## src/rtl/core/glf_pkg.sv

```systemverilog
// Shared types and constants of the greedy line fill block.
package glf_pkg;

  // Byte codes
  localparam logic [7:0] CHAR_SPACE = 8'h20;
  localparam logic [7:0] CHAR_TAB   = 8'h09;
  localparam logic [7:0] CHAR_BREAK = 8'h0A;

  // Field widths
  localparam int BYTE_W  = 8;
  localparam int FILL_W  = 6;
  localparam int COL_W   = 8;
  localparam int TUSER_W = 2;

  // Tab stop spacing
  localparam int TAB_STOP = 8;

  // Result cap per input beat, and the width of a counter that can hold it
  localparam int MAX_RESULTS = 64;
  localparam int RES_CNT_W   = $clog2(MAX_RESULTS + 1);

  // Release sequencer states
  typedef enum logic [2:0] {
    ST_IDLE,
    ST_HEAD,
    ST_RD_REQ,
    ST_WORDS,
    ST_TAIL
  } state_t;

endpackage

```

## src/rtl/core/glf_ram.sv

```systemverilog
// Generic single-port-write, single-port-read RAM with registered read data.
module glf_ram #(
  parameter int WIDTH = 8,
  parameter int DEPTH = 63
) (
  input  logic                     clk,
  input  logic                     wr_en,
  input  logic [$clog2(DEPTH)-1:0] wr_addr,
  input  logic [WIDTH-1:0]         wr_data,
  input  logic                     rd_en,
  input  logic [$clog2(DEPTH)-1:0] rd_addr,
  output logic [WIDTH-1:0]         rd_data
);

  logic [WIDTH-1:0] mem [DEPTH];

  // Write port
  always_ff @(posedge clk) begin
    if (wr_en) begin
      mem[wr_addr] <= wr_data;
    end
  end

  // Registered read port, holds while rd_en is low
  always_ff @(posedge clk) begin
    if (rd_en) begin
      rd_data <= mem[rd_addr];
    end
  end

endmodule

```

## src/rtl/core/greedy_line_fill.sv

```systemverilog
// Greedy word wrap of a paragraph byte stream to a programmable fill column.
//
//  channel | direction | tdata                | tuser                      | tlast
//  --------+-----------+----------------------+----------------------------+-----------
//  in_     | sink      | [7:0] text_byte      | -                          | para_last
//  out_    | source    | [7:0] out_byte       | [0] is_break [1] para_done | run_end
//  cfg_    | sink      | [5:0] fill_column    | -                          | -
//
// An input beat is taken while the sequencer is idle; its results then drain
// through a small release sequencer: a head step for the held whitespace, a
// read request step to start the word store read, a words step per stored word
// byte, a tail step for the trailing byte. A beat with no result leaves the
// sequencer idle. Output stalls hold the sequencer; the output register lets
// the next input beat be taken while the last result still waits. Reset is
// synchronous, active low, and empties the word store logically (count to zero).
module greedy_line_fill #(
  parameter int WORD_DEPTH = 63
) (
  input  logic                          clk,
  input  logic                          rst_n,
  // Input stream
  input  logic                          in_tvalid,
  output logic                          in_tready,
  input  logic [glf_pkg::BYTE_W-1:0]    in_tdata,   // [7:0] text_byte
  input  logic                          in_tlast,
  // Result stream
  output logic                          out_tvalid,
  input  logic                          out_tready,
  output logic [glf_pkg::BYTE_W-1:0]    out_tdata,  // [7:0] out_byte
  output logic [glf_pkg::TUSER_W-1:0]   out_tuser,  // [0] is_break, [1] para_done
  output logic                          out_tlast,
  // Configuration write
  input  logic                          cfg_valid,
  output logic                          cfg_ready,
  input  logic [glf_pkg::FILL_W-1:0]    cfg_data
);

  import glf_pkg::*;

  localparam int AW   = $clog2(WORD_DEPTH);
  localparam int WC_W = $clog2(WORD_DEPTH + 1);

  // Architectural state
  state_t              state_r, state_nxt;
  logic [FILL_W-1:0]   fill_r;
  logic [COL_W-1:0]    column_r, column_nxt;
  logic                held_valid_r, held_valid_nxt;
  logic [BYTE_W-1:0]   held_byte_r, held_byte_nxt;
  logic [WC_W-1:0]     word_count_r, word_count_nxt;

  // Release plan of the beat in flight
  logic [BYTE_W-1:0]    head_byte_r, head_byte_nxt;
  logic [WC_W-1:0]      nw_r, nw_nxt;
  logic                 tail_v_r, tail_v_nxt;
  logic [BYTE_W-1:0]    tail_byte_r, tail_byte_nxt;
  logic                 tail_brk_r, tail_brk_nxt;
  logic                 last_r, last_nxt;
  logic [WC_W-1:0]      idx_r, idx_nxt;
  logic [RES_CNT_W-1:0] n_r, n_nxt;
  logic                 head_v_plan;

  // Output register
  logic                 out_valid_r, out_valid_nxt;
  logic [BYTE_W-1:0]    out_byte_r, out_byte_nxt;
  logic                 out_brk_r, out_brk_nxt;
  logic                 out_end_r, out_end_nxt;
  logic                 out_pd_r, out_pd_nxt;

  // Word store
  logic                 wr_en;
  logic                 rd_en;
  logic [AW-1:0]        rd_addr;
  logic [BYTE_W-1:0]    rd_data;

  // Sequencer handshake
  logic                 in_acc;
  logic                 slot_free;
  logic                 go;
  logic                 emit;
  logic                 more;
  logic [BYTE_W-1:0]    emit_byte;
  logic                 emit_brk;
  logic [WC_W-1:0]      idx_inc;

  // Plan arithmetic
  logic                 is_ws;
  logic [COL_W:0]       c_wide;
  logic [COL_W-1:0]     c_sat;
  logic                 past_fill;
  logic                 pending;

  assign in_tready = (state_r == ST_IDLE);
  assign in_acc    = in_tvalid && in_tready;
  assign cfg_ready = 1'b1;
  assign slot_free = !out_valid_r || out_tready;
  assign idx_inc   = idx_r + WC_W'(1);

  assign out_tvalid = out_valid_r;
  assign out_tdata  = out_byte_r;
  assign out_tuser  = {out_pd_r, out_brk_r};
  assign out_tlast  = out_end_r;

  glf_ram #(
    .WIDTH (BYTE_W),
    .DEPTH (WORD_DEPTH)
  ) u_word_store (
    .clk     (clk),
    .wr_en   (wr_en),
    .wr_addr (word_count_r[AW-1:0]),
    .wr_data (in_tdata),
    .rd_en   (rd_en),
    .rd_addr (rd_addr),
    .rd_data (rd_data)
  );

  // Column arithmetic for the incoming byte
  always_comb begin
    is_ws = (in_tdata == CHAR_SPACE) || (in_tdata == CHAR_TAB);
    if (in_tdata == CHAR_TAB) begin
      c_wide = ({1'b0, column_r} + (COL_W+1)'(TAB_STOP)) & ~((COL_W+1)'(TAB_STOP - 1));
    end else begin
      c_wide = {1'b0, column_r} + (COL_W+1)'(1);
    end
    c_sat     = c_wide[COL_W] ? {COL_W{1'b1}} : c_wide[COL_W-1:0];
    past_fill = c_sat > {{(COL_W-FILL_W){1'b0}}, fill_r};
    pending   = held_valid_r && (held_byte_r != CHAR_BREAK);
  end

  // Decide new state and release plan when a beat is taken
  always_comb begin
    column_nxt     = column_r;
    held_valid_nxt = held_valid_r;
    held_byte_nxt  = held_byte_r;
    word_count_nxt = word_count_r;
    head_byte_nxt  = head_byte_r;
    nw_nxt         = nw_r;
    tail_v_nxt     = tail_v_r;
    tail_byte_nxt  = tail_byte_r;
    tail_brk_nxt   = tail_brk_r;
    last_nxt       = last_r;
    head_v_plan    = 1'b0;
    wr_en          = 1'b0;
    if (in_acc) begin
      last_nxt      = in_tlast;
      head_byte_nxt = held_byte_r;
      head_v_plan   = held_valid_r;
      nw_nxt        = word_count_r;
      tail_v_nxt    = 1'b1;
      tail_byte_nxt = in_tdata;
      tail_brk_nxt  = 1'b0;
      if (is_ws) begin
        // Release what is held, then hold this whitespace
        held_byte_nxt  = past_fill ? CHAR_BREAK : in_tdata;
        held_valid_nxt = 1'b1;
        word_count_nxt = '0;
        column_nxt     = past_fill ? '0 : c_sat;
        tail_v_nxt     = in_tlast;
        tail_byte_nxt  = past_fill ? CHAR_BREAK : in_tdata;
        tail_brk_nxt   = past_fill;
      end else if (pending && past_fill) begin
        // Word overflows: the held whitespace turns into a break
        head_byte_nxt  = CHAR_BREAK;
        held_byte_nxt  = CHAR_BREAK;
        held_valid_nxt = 1'b0;
        word_count_nxt = '0;
        column_nxt     = {{(COL_W-WC_W){1'b0}}, word_count_r} + COL_W'(1);
      end else if (pending && (word_count_r == WC_W'(WORD_DEPTH))) begin
        // Store full: release as plain bytes
        held_valid_nxt = 1'b0;
        word_count_nxt = '0;
        column_nxt     = c_sat;
      end else if (pending) begin
        // Withhold the word byte
        wr_en          = 1'b1;
        word_count_nxt = word_count_r + WC_W'(1);
        column_nxt     = c_sat;
        tail_v_nxt     = 1'b0;
        head_v_plan    = in_tlast;
        nw_nxt         = in_tlast ? word_count_r + WC_W'(1) : '0;
      end else begin
        // Nothing pending: pass the byte through
        held_valid_nxt = 1'b0;
        word_count_nxt = '0;
        column_nxt     = c_sat;
      end
      if (in_tlast) begin
        column_nxt     = '0;
        held_valid_nxt = 1'b0;
        word_count_nxt = '0;
      end
    end
  end

  // Sequencer outputs: what to emit and whether the step advances
  always_comb begin
    emit_byte = head_byte_r;
    emit_brk  = 1'b0;
    more      = 1'b0;
    go        = 1'b0;
    rd_en     = 1'b0;
    rd_addr   = idx_r[AW-1:0];
    case (state_r)
      ST_HEAD: begin
        emit_byte = head_byte_r;
        emit_brk  = (head_byte_r == CHAR_BREAK);
        more      = (nw_r != '0) || tail_v_r;
        go        = (n_r == RES_CNT_W'(MAX_RESULTS)) || slot_free;
      end
      ST_RD_REQ: begin
        rd_en = 1'b1;
        go    = 1'b1;
      end
      ST_WORDS: begin
        emit_byte = rd_data;
        more      = (idx_inc != nw_r) || tail_v_r;
        go        = (n_r == RES_CNT_W'(MAX_RESULTS)) || slot_free;
        if (go && (idx_inc != nw_r)) begin
          rd_en   = 1'b1;
          rd_addr = idx_inc[AW-1:0];
        end
      end
      ST_TAIL: begin
        emit_byte = tail_byte_r;
        emit_brk  = tail_brk_r;
        go        = (n_r == RES_CNT_W'(MAX_RESULTS)) || slot_free;
      end
      default: begin
        go = 1'b0;
      end
    endcase
    emit = go && (state_r != ST_RD_REQ) && (state_r != ST_IDLE)
           && (n_r != RES_CNT_W'(MAX_RESULTS));
  end

  // Next state
  always_comb begin
    state_nxt = state_r;
    case (state_r)
      ST_IDLE: begin
        if (in_acc) begin
          if (head_v_plan) begin
            state_nxt = ST_HEAD;
          end else if (nw_nxt != '0) begin
            state_nxt = ST_RD_REQ;
          end else if (tail_v_nxt) begin
            state_nxt = ST_TAIL;
          end
        end
      end
      ST_HEAD: begin
        if (go) begin
          if (nw_r != '0) begin
            state_nxt = ST_RD_REQ;
          end else if (tail_v_r) begin
            state_nxt = ST_TAIL;
          end else begin
            state_nxt = ST_IDLE;
          end
        end
      end
      ST_RD_REQ: begin
        state_nxt = ST_WORDS;
      end
      ST_WORDS: begin
        if (go && (idx_inc == nw_r)) begin
          state_nxt = tail_v_r ? ST_TAIL : ST_IDLE;
        end
      end
      ST_TAIL: begin
        if (go) begin
          state_nxt = ST_IDLE;
        end
      end
      default: begin
        state_nxt = ST_IDLE;
      end
    endcase
  end

  // Result counter, word index and output register
  always_comb begin
    n_nxt         = n_r;
    idx_nxt       = idx_r;
    out_valid_nxt = out_valid_r;
    out_byte_nxt  = out_byte_r;
    out_brk_nxt   = out_brk_r;
    out_end_nxt   = out_end_r;
    out_pd_nxt    = out_pd_r;
    if (in_acc) begin
      n_nxt   = '0;
      idx_nxt = '0;
    end
    if ((state_r == ST_WORDS) && go) begin
      idx_nxt = idx_inc;
    end
    if (out_valid_r && out_tready) begin
      out_valid_nxt = 1'b0;
    end
    if (emit) begin
      n_nxt         = n_r + RES_CNT_W'(1);
      out_valid_nxt = 1'b1;
      out_byte_nxt  = emit_byte;
      out_brk_nxt   = emit_brk;
      out_end_nxt   = !more || (n_r == RES_CNT_W'(MAX_RESULTS - 1));
      out_pd_nxt    = last_r && (!more || (n_r == RES_CNT_W'(MAX_RESULTS - 1)));
    end
  end

  // Control registers
  always_ff @(posedge clk) begin
    if (!rst_n) begin
      state_r      <= ST_IDLE;
      fill_r       <= FILL_W'(63);
      column_r     <= '0;
      held_valid_r <= 1'b0;
      word_count_r <= '0;
      out_valid_r  <= 1'b0;
      n_r          <= '0;
      idx_r        <= '0;
    end else begin
      state_r      <= state_nxt;
      column_r     <= column_nxt;
      held_valid_r <= held_valid_nxt;
      word_count_r <= word_count_nxt;
      out_valid_r  <= out_valid_nxt;
      n_r          <= n_nxt;
      idx_r        <= idx_nxt;
      if (cfg_valid && cfg_ready) begin
        fill_r <= cfg_data;
      end
    end
  end

  // Payload registers
  always_ff @(posedge clk) begin
    held_byte_r <= held_byte_nxt;
    head_byte_r <= head_byte_nxt;
    nw_r        <= nw_nxt;
    tail_v_r    <= tail_v_nxt;
    tail_byte_r <= tail_byte_nxt;
    tail_brk_r  <= tail_brk_nxt;
    last_r      <= last_nxt;
    out_byte_r  <= out_byte_nxt;
    out_brk_r   <= out_brk_nxt;
    out_end_r   <= out_end_nxt;
    out_pd_r    <= out_pd_nxt;
  end

  // A paragraph end leaves the line state empty
  a_para_flush: assert property (@(posedge clk) disable iff (!rst_n)
    in_tvalid && in_tready && in_tlast |=>
      (column_r == '0) && !held_valid_r && (word_count_r == '0))
    else $error("line state not cleared after paragraph end");

  // Withheld bytes never exceed the store
  a_store_bound: assert property (@(posedge clk) disable iff (!rst_n)
    word_count_r <= WC_W'(WORD_DEPTH))
    else $error("word count beyond store depth");

  // Never more results than the cap for one beat
  a_result_cap: assert property (@(posedge clk) disable iff (!rst_n)
    n_r <= RES_CNT_W'(MAX_RESULTS))
    else $error("result count beyond cap");

  // The paragraph end flag only rides on the last result of a beat
  a_done_last: assert property (@(posedge clk) disable iff (!rst_n)
    out_tvalid && out_tuser[1] |-> out_tlast)
    else $error("para_done without run_end");

endmodule

```

## config.mk

```make
export PLATFORM = sky130hd
export DESIGN_NAME = greedy_line_fill
export DESIGN_NICKNAME = d
export VERILOG_FILES = /design/src/rtl/core/glf_pkg.sv /design/src/rtl/core/glf_ram.sv /design/src/rtl/core/greedy_line_fill.sv
export SDC_FILE = /design/constraint.sdc
export NUM_CORES = 1
export LEC_CHECK = 0
export BUFFER_PORTS_ARGS = -buffer_cell sky130_fd_sc_hd__buf_4
export CAP_MARGIN = 20
export CELL_PAD_IN_SITES_DETAIL_PLACEMENT = 1
export CELL_PAD_IN_SITES_GLOBAL_PLACEMENT = 1
export CORE_MARGIN = 1
export CORE_UTILIZATION = 44
export CTS_CLUSTER_SIZE = 24
export DETAILED_ROUTE_END_ITERATION = 12
export GPL_TIMING_DRIVEN = 0
export PLACE_DENSITY = 0.73
export SYNTH_ARGS = -nofsm -noshare
export SYNTH_HDL_FRONTEND = slang
export SYNTH_HIERARCHICAL = 1
export SYNTH_SLANG_ARGS = --single-unit
```

## constraint.sdc

```tcl
create_clock -name clk -period 12.45 [get_ports clk]
set_input_delay 2.49 -clock clk [delete_from_list [all_inputs] [get_ports clk]]
set_output_delay 2.49 -clock clk [all_outputs]
set_load 0.01 [all_outputs]
```

==> flow_summary.ini, run 1 <==
[run_status]
outcome = completed

[grt]
grt_pass1_vias = 14800
grt_max_degree = 70
grt-ovfl-total = 0
grt_pass1_wl_um = 98500
globalRoute.busiestLayer = met2
use_met3_pct = 4.34
use_met2_pct = 39.1
antenna_found_initial = 0
grtUsageMet1_pct = 32.0
grt_use_total_pct = 23.9

[logic_synthesis]
syn-num-nets = 1500
async_flop_share_pct = 0
synthDistinctLibCells = 88
synth-edff-count = 549
synth_ff_type = edfxtp_1
synth-seq-cells = 594
synth_area_sq_um = 24700
yosysSeqAreaShare_pct = 70.5
syn_avg_cell_area_sq_um = 16.8
synthCells = 1468
yosys_warnings = 6

[pwr]
total_power_uw = 4820
p_leak_uw = 0.00877
ir_drop_mv = 0.134
p_per_area_nw_per_um2 = 173

[setup_path]
cpMaxStageDelayCell = nor2_1
cp_cell_sequence = buf_4 -> or4_4 -> or2_1 -> nor2_1 -> o2111ai_1 -> nand2_1 -> ha_1 -> a21o_1 -> a211oi_1 -> a21o_2 -> o211a_1 -> buf_6 -> nand2_1 -> nor2_1 -> nor2b_1 -> nand3_1 -> nor2_1
slowest_delay_ps = 910
startpoint_type = input port
crit_top_cell = nor2_1
cp-end-kind = flop
path_class = in -> reg
cp.arrival_ps = 8230
required_ps = 12700
crit_fanout = 66

[routing]
first_iter_violations = 1519
vias = 14400
antenna_left = 0
routed_via_density = 6.09
wl_um = 67100
drcViolationCount = 0
wl_per_cell_um = 28.4
drtPass1Iterations = 5

[cts]
ctsResizeCount = 0
root_buffer = clkbuf_16
htree_levels = 2
clk_latency_ps = 650
post-cts-setup-buffers = 0
numClockSinks = 594
numCtsBuffers = 59
cts_hold_buffers = 0
path_clk_slew_ps = 60
cts_buffer_depth = 3
cts_tree = yes

[place]
dp_hpwl_um = 42800
gp_congestion = 0.857
placed_area_sq_um = 25800
portBuffers = 31

[timing]
finalCriticalPeriod_ps = 7990
hold_slack_ps = 496
fin_skew_ps = 60.3
fin_tns_setup_ps = 0
max_freq_ghz = 0.125
tightest_slew_ps = 1100
finalCritPeriodShare_pct = 64.1
rsz0062_at_grt = no
hold_viol_final = 0
relSlewSlack_pct = 26.5
final_max_slew_viol_count = 0
setup_viol = 0

[floorplan]
core_area_sq_um = 55200
die-width_um = 239
row_count = 86
start_util_pct = 44.7
boundaryPins = 34
dieHeight_um = 239
die_area_sq_um = 57000

[finish]
finish.utilization_pct = 50.5
areaGrowthSynthToFinish_pct = 13.0
layout.nets = 1595
layout_commonest_cell = edfxtp_1
drive_gt1_share_pct = 19.6
n_antenna_cell = 0
final_cell_mix = 549 x edfxtp_1, 120 x nor2_1, 115 x mux4_2, 90 x nand2_1, 59 x clkbuf_16
final_cell_area_sq_um = 27900

[hold_path]
hold_class = reg -> reg

[flow_run]
drv_cap = 0
==> path summary, 6_finish.rpt <==
path              cells after the start  slack, ps                       to         from
hold reg to reg                       2        500                fill_r[3]    fill_r[3]
setup / recovery                     17       4460  u_word_store/mem[13][6]  in_tdata[2]
setup reg to reg                     15       6330  u_word_store/rd_data[2]       n_r[0]
hold / removal                        2        500                fill_r[3]    fill_r[3]
==> flip-flops by register name, indices dropped and copies added (netlist names), 7 cells and up <==
| signal | count |
|---|---|
| out_tdata | 8 |
| head_byte_r | 8 |
| u_word_store/mem | 504 |
| column_r | 8 |
| n_r | 7 |
| held_byte_r | 8 |
| tail_byte_r | 8 |
| u_word_store/rd_data | 8 |
==> stage by stage <==
| stage | setup WS (ps) | instances |
|---|---|---|
| floorplan | 5760 | 1468 |
| global placement | 4220 | 2247 |
| detailed placement | 3920 | 2250 |
| CTS | 4580 | 2361 |
| global route | 4200 | 2361 |
| finish | 4460 | 2361 |
==> layer usage <==
layer | wire, um | up-vias
met5 | 0 | -
met4 | 2380 | 0
met3 | 4850 | 132
met2 | 32400 | 614
met1 | 27400 | 7575
li1 | - | 6060
==> synthesized netlist by cell type, types with 5 or more instances <==
cell | instances | area (sq um)
o211ai_1 | 14 | 105
nor2_1 | 120 | 450
mux2i_1 | 29 | 290
xor2_1 | 9 | 78.8
a31oi_1 | 9 | 56.3
clkbuf_8 | 5 | 68.8
and3_1 | 8 | 50.1
nor2b_1 | 24 | 150
inv_1 | 15 | 56.3
buf_2 | 9 | 45.0
o21ai_1 | 5 | 25.0
buf_6 | 7 | 78.8
a221oi_1 | 10 | 87.6
ha_1 | 12 | 150
nand3_1 | 38 | 190
a22o_1 | 29 | 254
mux4_2 | 115 | 2590
nand2b_1 | 7 | 43.8
dfxtp_1 | 45 | 901
buf_4 | 9 | 67.6
nor3_1 | 19 | 95.1
mux2_2 | 8 | 90.1
edfxtp_1 | 549 | 16500
nand3b_1 | 16 | 120
o21ai_0 | 27 | 135
a22oi_1 | 24 | 180
o22ai_1 | 5 | 31.3
nand2_1 | 90 | 338
and2_1 | 10 | 62.6
a21oi_1 | 37 | 185
nand4_1 | 7 | 43.8
clkbuf_1 | 48 | 180
xnor2_1 | 11 | 96.3
==> final cells by class <==
cell class | count | area, sq um
buffer | 83 | 484
clock buffer | 66 | 1510
clock inverter | 45 | 497
fill | 5168 | 27400
inverter | 16 | 60.1
multi-input combinational | 775 | 6720
sequential | 594 | 17400
tap | 748 | 936
timing repair buffer | 34 | 250
==> critical path: cells and delay by family <==
family | cells | cell delay [ps]
fa+ha+maj | 1 | 260
buf+inv | 2 | 470
compound gates | 5 | 1110
simple gates | 9 | 3830
==> where the power goes <==
part / switching (uW) / internal (uW) / total, uW
Sequential: 43.6 / 2260 / 2310
Combinational: 391 / 282 / 674
Clock: 777 / 1060 / 1840
Total: 1210 / 3610 / 4820
==> cells by family after synthesis <==
family | share of synthesized area (%)
flops | 70.5
simple gates | 7.55
compound gates | 6.34
mux | 12.0
buf+inv | 2.20
xor+xnor | 0.711
fa+ha+maj | 0.609
other cells | 0.0152
No activity file was read; power rests on OpenSTA's default activity.
==> run 2: changes to the inputs <==
Settings changed: ABC_AREA from default to 1, PLACE_DENSITY 0.73 to 0.77.
Clock period 12.45 ns to 7.9 ns, I/O delays scaled along.
==> run 2 against run 1 <==
  * Total power is 77% higher
  * Setup slack worse by 3400 ps
  * Highest routed layer is now met5
  * Sequential share of layout area is 2.5 points lower
  * Non-clock buffer count is 52 higher
  * Combinational power grew to 2.8 times the previous value
  * Global-route usage is 4.5 points higher
  * Critical path depth is 1 higher
  * Hold slack worse by 16 ps
  * Synthesized cell count is 65% higher
==> flow_summary.ini, run 2 <==
[run_status]
outcome = completed

[cts]
post-cts-setup-buffers = 0
htree_levels = 3
numClockSinks = 594
path_clk_slew_ps = 60
numCtsBuffers = 66
clk_latency_ps = 610
cts_tree = yes
root_buffer = clkbuf_16
cts_buffer_depth = 3
cts_hold_buffers = 0
ctsResizeCount = 0

[logic_synthesis]
synth_top_area_share_pct = 64.2
synthMuxAreaShare_pct = 0
synth-seq-cells = 594
yosys.area_share.simple_pct = 24.7
synthAdderAreaFrac_pct = 0.585
syn_avg_cell_area_sq_um = 10.6
synth_area_leaders = edfxtp_1 64%, nand2_1 12%, nand3_1 8.9%
async_flop_share_pct = 0
synth-edff-count = 549
yosysSeqAreaShare_pct = 67.7
synthDistinctLibCells = 48
synth_ff_type = edfxtp_1
synthXorXnorAreaFrac_pct = 0.512
synth_compound_area_share_pct = 2.15
synth_most_common_cell = nand2_1
synthCells = 2425
synth_top_family_by_area = simple AND/OR/NAND/NOR gates
synth_area_sq_um = 25700
synthTopCellsByCount = 795 x nand2_1, 549 x edfxtp_1, 457 x nand3_1
yosys.area.top_type = edfxtp_1
yosys_warnings = 6
syn-num-nets = 2457

[setup_path]
path_class = in -> reg
cpMaxStageDelayCell = nor2_1
r2r_cells = 16
cp.arrival_ps = 7030
cp-end-kind = flop
slowest_delay_ps = 1130
startpoint_type = input port
r2r_setup_slack_ps = 2720
worst_r2r_endpoint = u_word_store/mem[24][6]
crit_fanout = 66
required_ps = 8120
crit_top_cell = nor2_1
cp_cell_sequence = buf_4 -> inv_1 -> nand2_1 -> nor2_2 -> a21oi_1 -> xor2_1 -> nor2_1 -> inv_1 -> ha_1 -> nand2_1 -> nor3_1 -> a21oi_2 -> nor2_8 -> nand3_4 -> nor2_1 -> clkbuf_1 -> nand4_1 -> nor2_1
rr_startpoint = column_r[2]
cp_num_buf_inv = 4
crit_family = simple AND/OR/NAND/NOR gates

[grt]
grt_max_degree = 69
grt_pass1_vias = 19800
antenna_found_initial = 1
grt-ovfl-total = 0
grt_pass1_wl_um = 125000
grt_use_total_pct = 28.4

[finish]
registers.top_by_ff_count = u_word_store/mem
multiInputGateArea_sq_um = 7230
fin_cells = 3347
layout.nets = 2566
ff_latch_area_sq_um = 17400
nFillCells = 6302
largest_reg_flops = 504
areaGrowthSynthToFinish_pct = 13.0
layout_commonest_cell = nand2_1
drive_gt1_share_pct = 9.80
finish.utilization_pct = 50.3
final_cell_mix = 795 x nand2_1, 549 x edfxtp_1, 457 x nand3_1, 137 x nor2_1, 101 x inv_1

[floorplan]
start_util_pct = 44.5
die-width_um = 244
core_area_sq_um = 57700
boundaryPins = 34
row_count = 88
dieHeight_um = 244
die_area_sq_um = 59300

[timing]
fin_tns_setup_ps = 0
fin_skew_ps = 23.5
finalCriticalPeriod_ps = 6810
final_max_slew_viol_count = 0
setup_ws_ps = 1090
hold_viol_final = 0
tightest_slew_ps = 1120
setup_viol = 0
max_freq_ghz = 0.147
rsz0062_at_grt = no
finalCritPeriodShare_pct = 86.2
relSlewSlack_pct = 25.0

[pwr]
p_leak_uw = 0.0107
ir_drop_mv = 0.155
p_per_area_nw_per_um2 = 295
total_power_uw = 8550

[routing]
drcViolationCount = 0
drtPass1Iterations = 7
antenna_left = 0
first_iter_violations = 1956
wl_um = 84200
wl_per_cell_um = 25.2
vias = 19400
routed_via_density = 5.79

[hold_path]
hp-start = fill_r[2]
worstHoldEndpoint = fill_r[2]
hold_class = reg -> reg
hold_depth = 2

[place]
gp_congestion = 0.955
post-place-ws_ps = 633
dp_hpwl_um = 56400
place_inst = 3230
portBuffers = 32

[flow_run]
drv_cap = 0
[run 2: power breakdown]
group          switching, uW  internal [uW]  total [uW]
registers               84.0           3620        3700
logic                   1380            526        1900
clock network           1240           1700        2950
[run 2: area by class of cell]
| cell class | count | share of cell area [%] |
|---|---|---|
| diodes | 1 | 0.00863 |
| plain buffers | 128 | 2.35 |
| clock buffers | 85 | 6.09 |
| clock inverters | 30 | 0.858 |
| inverters | 115 | 1.50 |
| multi-input cells | 1588 | 24.9 |
| flip-flops and latches | 594 | 59.9 |
| well taps | 765 | 3.30 |
| repair buffers | 41 | 1.06 |
[run 2: per-stage QoR]
step	cell area, sq um	hold WS (ps)
after global placement	26900	447
after CTS	29000	480
after floorplan	25700	435
after global routing	29000	496
after detailed placement	27000	463
final	29000	481
[run 2: worst max-delay path by stage]
| stage | startpoint | end | slack, ps | depth (start not counted) |
|---|---|---|---|---|
| 2_1_floorplan | in_tdata[6] | u_word_store/mem[32][0] | 2860 | 17 |
| 3_3_place_gp | in_tdata[1] | u_word_store/mem[36][6] | 490 | 18 |
| 3_5_place_dp | in_tdata[1] | u_word_store/mem[17][6] | 630 | 18 |
| 4_1_cts | in_tdata[1] | u_word_store/mem[17][2] | 1260 | 18 |
| 5_1_grt | in_tdata[1] | u_word_store/mem[17][2] | 860 | 18 |
| 6_report | in_tdata[1] | u_word_store/mem[24][6] | 1090 | 18 |
[run 2: tightest hold or removal path: stages (launching register included)]
cell and delay (ps):
dfxtp_1 290, inv_1 70, o21ai_0 70
[run 2: logic make-up after synthesis]
group | after synthesis
buf+inv | 243
other cells | 1
fa+ha+maj | 12
xor+xnor | 15
simple gates | 1465
flops | 594
compound gates | 95
[run 2: layer usage]
| layer | routed length [um] | global-route usage [%] |
|---|---|---|
| met2 | 39100 | 44.8 |
| met4 | 2840 | 11.1 |
| met3 | 7250 | 5.84 |
| met1 | 35000 | 38.6 |
| met5 | 13 | 0 |
==> run 3: changes to the inputs <==
Settings changed: RECOVER_POWER from default to 50.
==> run 3 against run 2 <==
  * The flow now finishes with violations (max-capacitance violations, max-slew violations)
  * Routed wire length hardly changed
  * Critical endpoint is now u_word_store/mem[24][5]
  * Flip-flop and latch count unchanged
  * Highest routed layer unchanged
  * Count of clock-buffer cells in the layout stayed put
  * Non-clock buffer count did not move
  * Global-route usage is the same
  * Combinational power about the same
==> flow_summary.ini, run 3 (synthesized netlist as in run 2, its figures left out) <==
[run_status]
outcome = complete, but fails checks
violations = max-capacitance violations, max-slew violations

[timing]
rsz0062_at_grt = no
setup_ws_ps = 1080
max_freq_ghz = 0.147
setup_viol = 0
tightest_slew_ps = 1960
finalCritPeriodShare_pct = 86.3
finalCriticalPeriod_ps = 6820
final_max_slew_viol_count = 36
fin_skew_ps = 26.2
hold_viol_final = 0
relSlewSlack_pct = -30.7
fin_tns_setup_ps = 0

[grt]
grt-ovfl-total = 0
grt_use_total_pct = 28.4
grt_max_degree = 69
grt_pass1_wl_um = 125000
grt_pass1_vias = 19800
antenna_found_initial = 1

[pwr]
p_leak_uw = 0.0107
ir_drop_mv = 0.150
p_per_area_nw_per_um2 = 295

[cts]
numClockSinks = 594
clk_latency_ps = 610
cts_buffer_depth = 3
post-cts-setup-buffers = 0
cts_tree = yes
root_buffer = clkbuf_16
htree_levels = 3
numCtsBuffers = 66
cts_hold_buffers = 0
path_clk_slew_ps = 60
ctsResizeCount = 0

[floorplan]
core_area_sq_um = 57700
boundaryPins = 34
start_util_pct = 44.5
dieHeight_um = 244
row_count = 88
die_area_sq_um = 59300
die-width_um = 244

[routing]
first_iter_violations = 1871
wl_um = 84200
wl_per_cell_um = 25.2
antenna_left = 0
dr_wl_met3_um = 7210
drcViolationCount = 0
routed_via_density = 5.82
routed.top_layer = met5
drtPass1Iterations = 7
wl_met1_um = 34900
vias = 19500
wl_met2_um = 39200

[setup_path]
cp_cell_sequence = buf_4 -> inv_1 -> nand2_1 -> nor2_2 -> a21oi_1 -> xor2_1 -> nor2_1 -> inv_1 -> ha_1 -> nand2_1 -> nor3_1 -> a21oi_2 -> nor2_8 -> nand3_4 -> nor2_1 -> clkbuf_1 -> nand4_1 -> nor2_1
cp-end-kind = flop
startpoint_type = input port
required_ps = 8130
crit_fanout = 66
cp.arrival_ps = 7050
cpMaxStageDelayCell = nor2_1
crit_family = simple AND/OR/NAND/NOR gates
crit_top_cell = nor2_1
slowest_delay_ps = 1150
cp_num_buf_inv = 4
path_class = in -> reg

[finish]
registers.top_by_ff_count = u_word_store/mem
n_antenna_cell = 0
final_cell_mix = 795 x nand2_1, 549 x edfxtp_1, 457 x nand3_1, 137 x nor2_1, 102 x inv_1
largest_reg_flops = 504
layout_commonest_cell = nand2_1
drive_gt1_share_pct = 9.22
areaGrowthSynthToFinish_pct = 12.8
finish.utilization_pct = 50.2
fin_cells = 3346
layout.nets = 2566

[place]
dp_hpwl_um = 56400
gp_congestion = 0.955
place_inst = 3230
post-place-ws_ps = 633
portBuffers = 32

[flow_run]
drv_cap = 1

[hold_path]
hold_class = reg -> reg
[run 3: worst reg2reg max path: stages, from the launching register on]
cell	delay, ps
dfxtp_1	360
nand2_1	130
nor2_4	50
a21oi_1	320
xor2_1	120
nor2_1	110
inv_1	90
ha_1	310
nand2_1	70
nor3_1	240
a21oi_2	110
nor2_8	180
nand3_4	150
nor2_1	220
clkbuf_1	320
nand4_1	890
nor2_1	1150
[run 3: worst paths after layout]
check | depth (start not counted) | endpoint | slack, ps | startpoint
min reg2reg | 2 | fill_r[2] | 480 | fill_r[2]
max | 18 | u_word_store/mem[24][5] | 1080 | in_tdata[1]
min | 2 | fill_r[2] | 480 | fill_r[2]
max reg2reg | 16 | u_word_store/mem[24][5] | 2700 | column_r[2]
[run 3: cell type report]
| class | instances | area [sq um] |
|---|---|---|
| buffer | 128 | 681 |
| clock buffer | 85 | 1770 |
| clock inverter | 30 | 249 |
| fill | 6307 | 28700 |
| inverter | 115 | 434 |
| multi-input combinational | 1588 | 7230 |
| sequential | 594 | 17400 |
| tap | 765 | 957 |
| timing repair buffer | 41 | 267 |
[run 3: power breakdown]
part	leakage, uW	total, uW	switching, uW	internal, uW
clock	0.000981	2950	1240	1700
combinational	0.00440	1890	1380	508
sequential	0.00532	3700	83.0	3620
total	0.0107	8540	2710	5830
[run 3: per-stage QoR]
step | cell area (sq um) | hold slack (ps) | power [uW]
floorplan | 25700 | 435 | 4880
global placement | 26900 | 447 | 5530
detailed placement | 27000 | 463 | 5630
CTS | 29000 | 480 | 8560
global route | 29000 | 496 | 8850
finish | 29000 | 481 | 8540
[run 3: routing by layer]
metal  vias up  track usage (%)
met5         -                0
met4         2             11.1
met3       169             5.84
met2       849             44.8
met1      9851             38.6
li1       8588                -
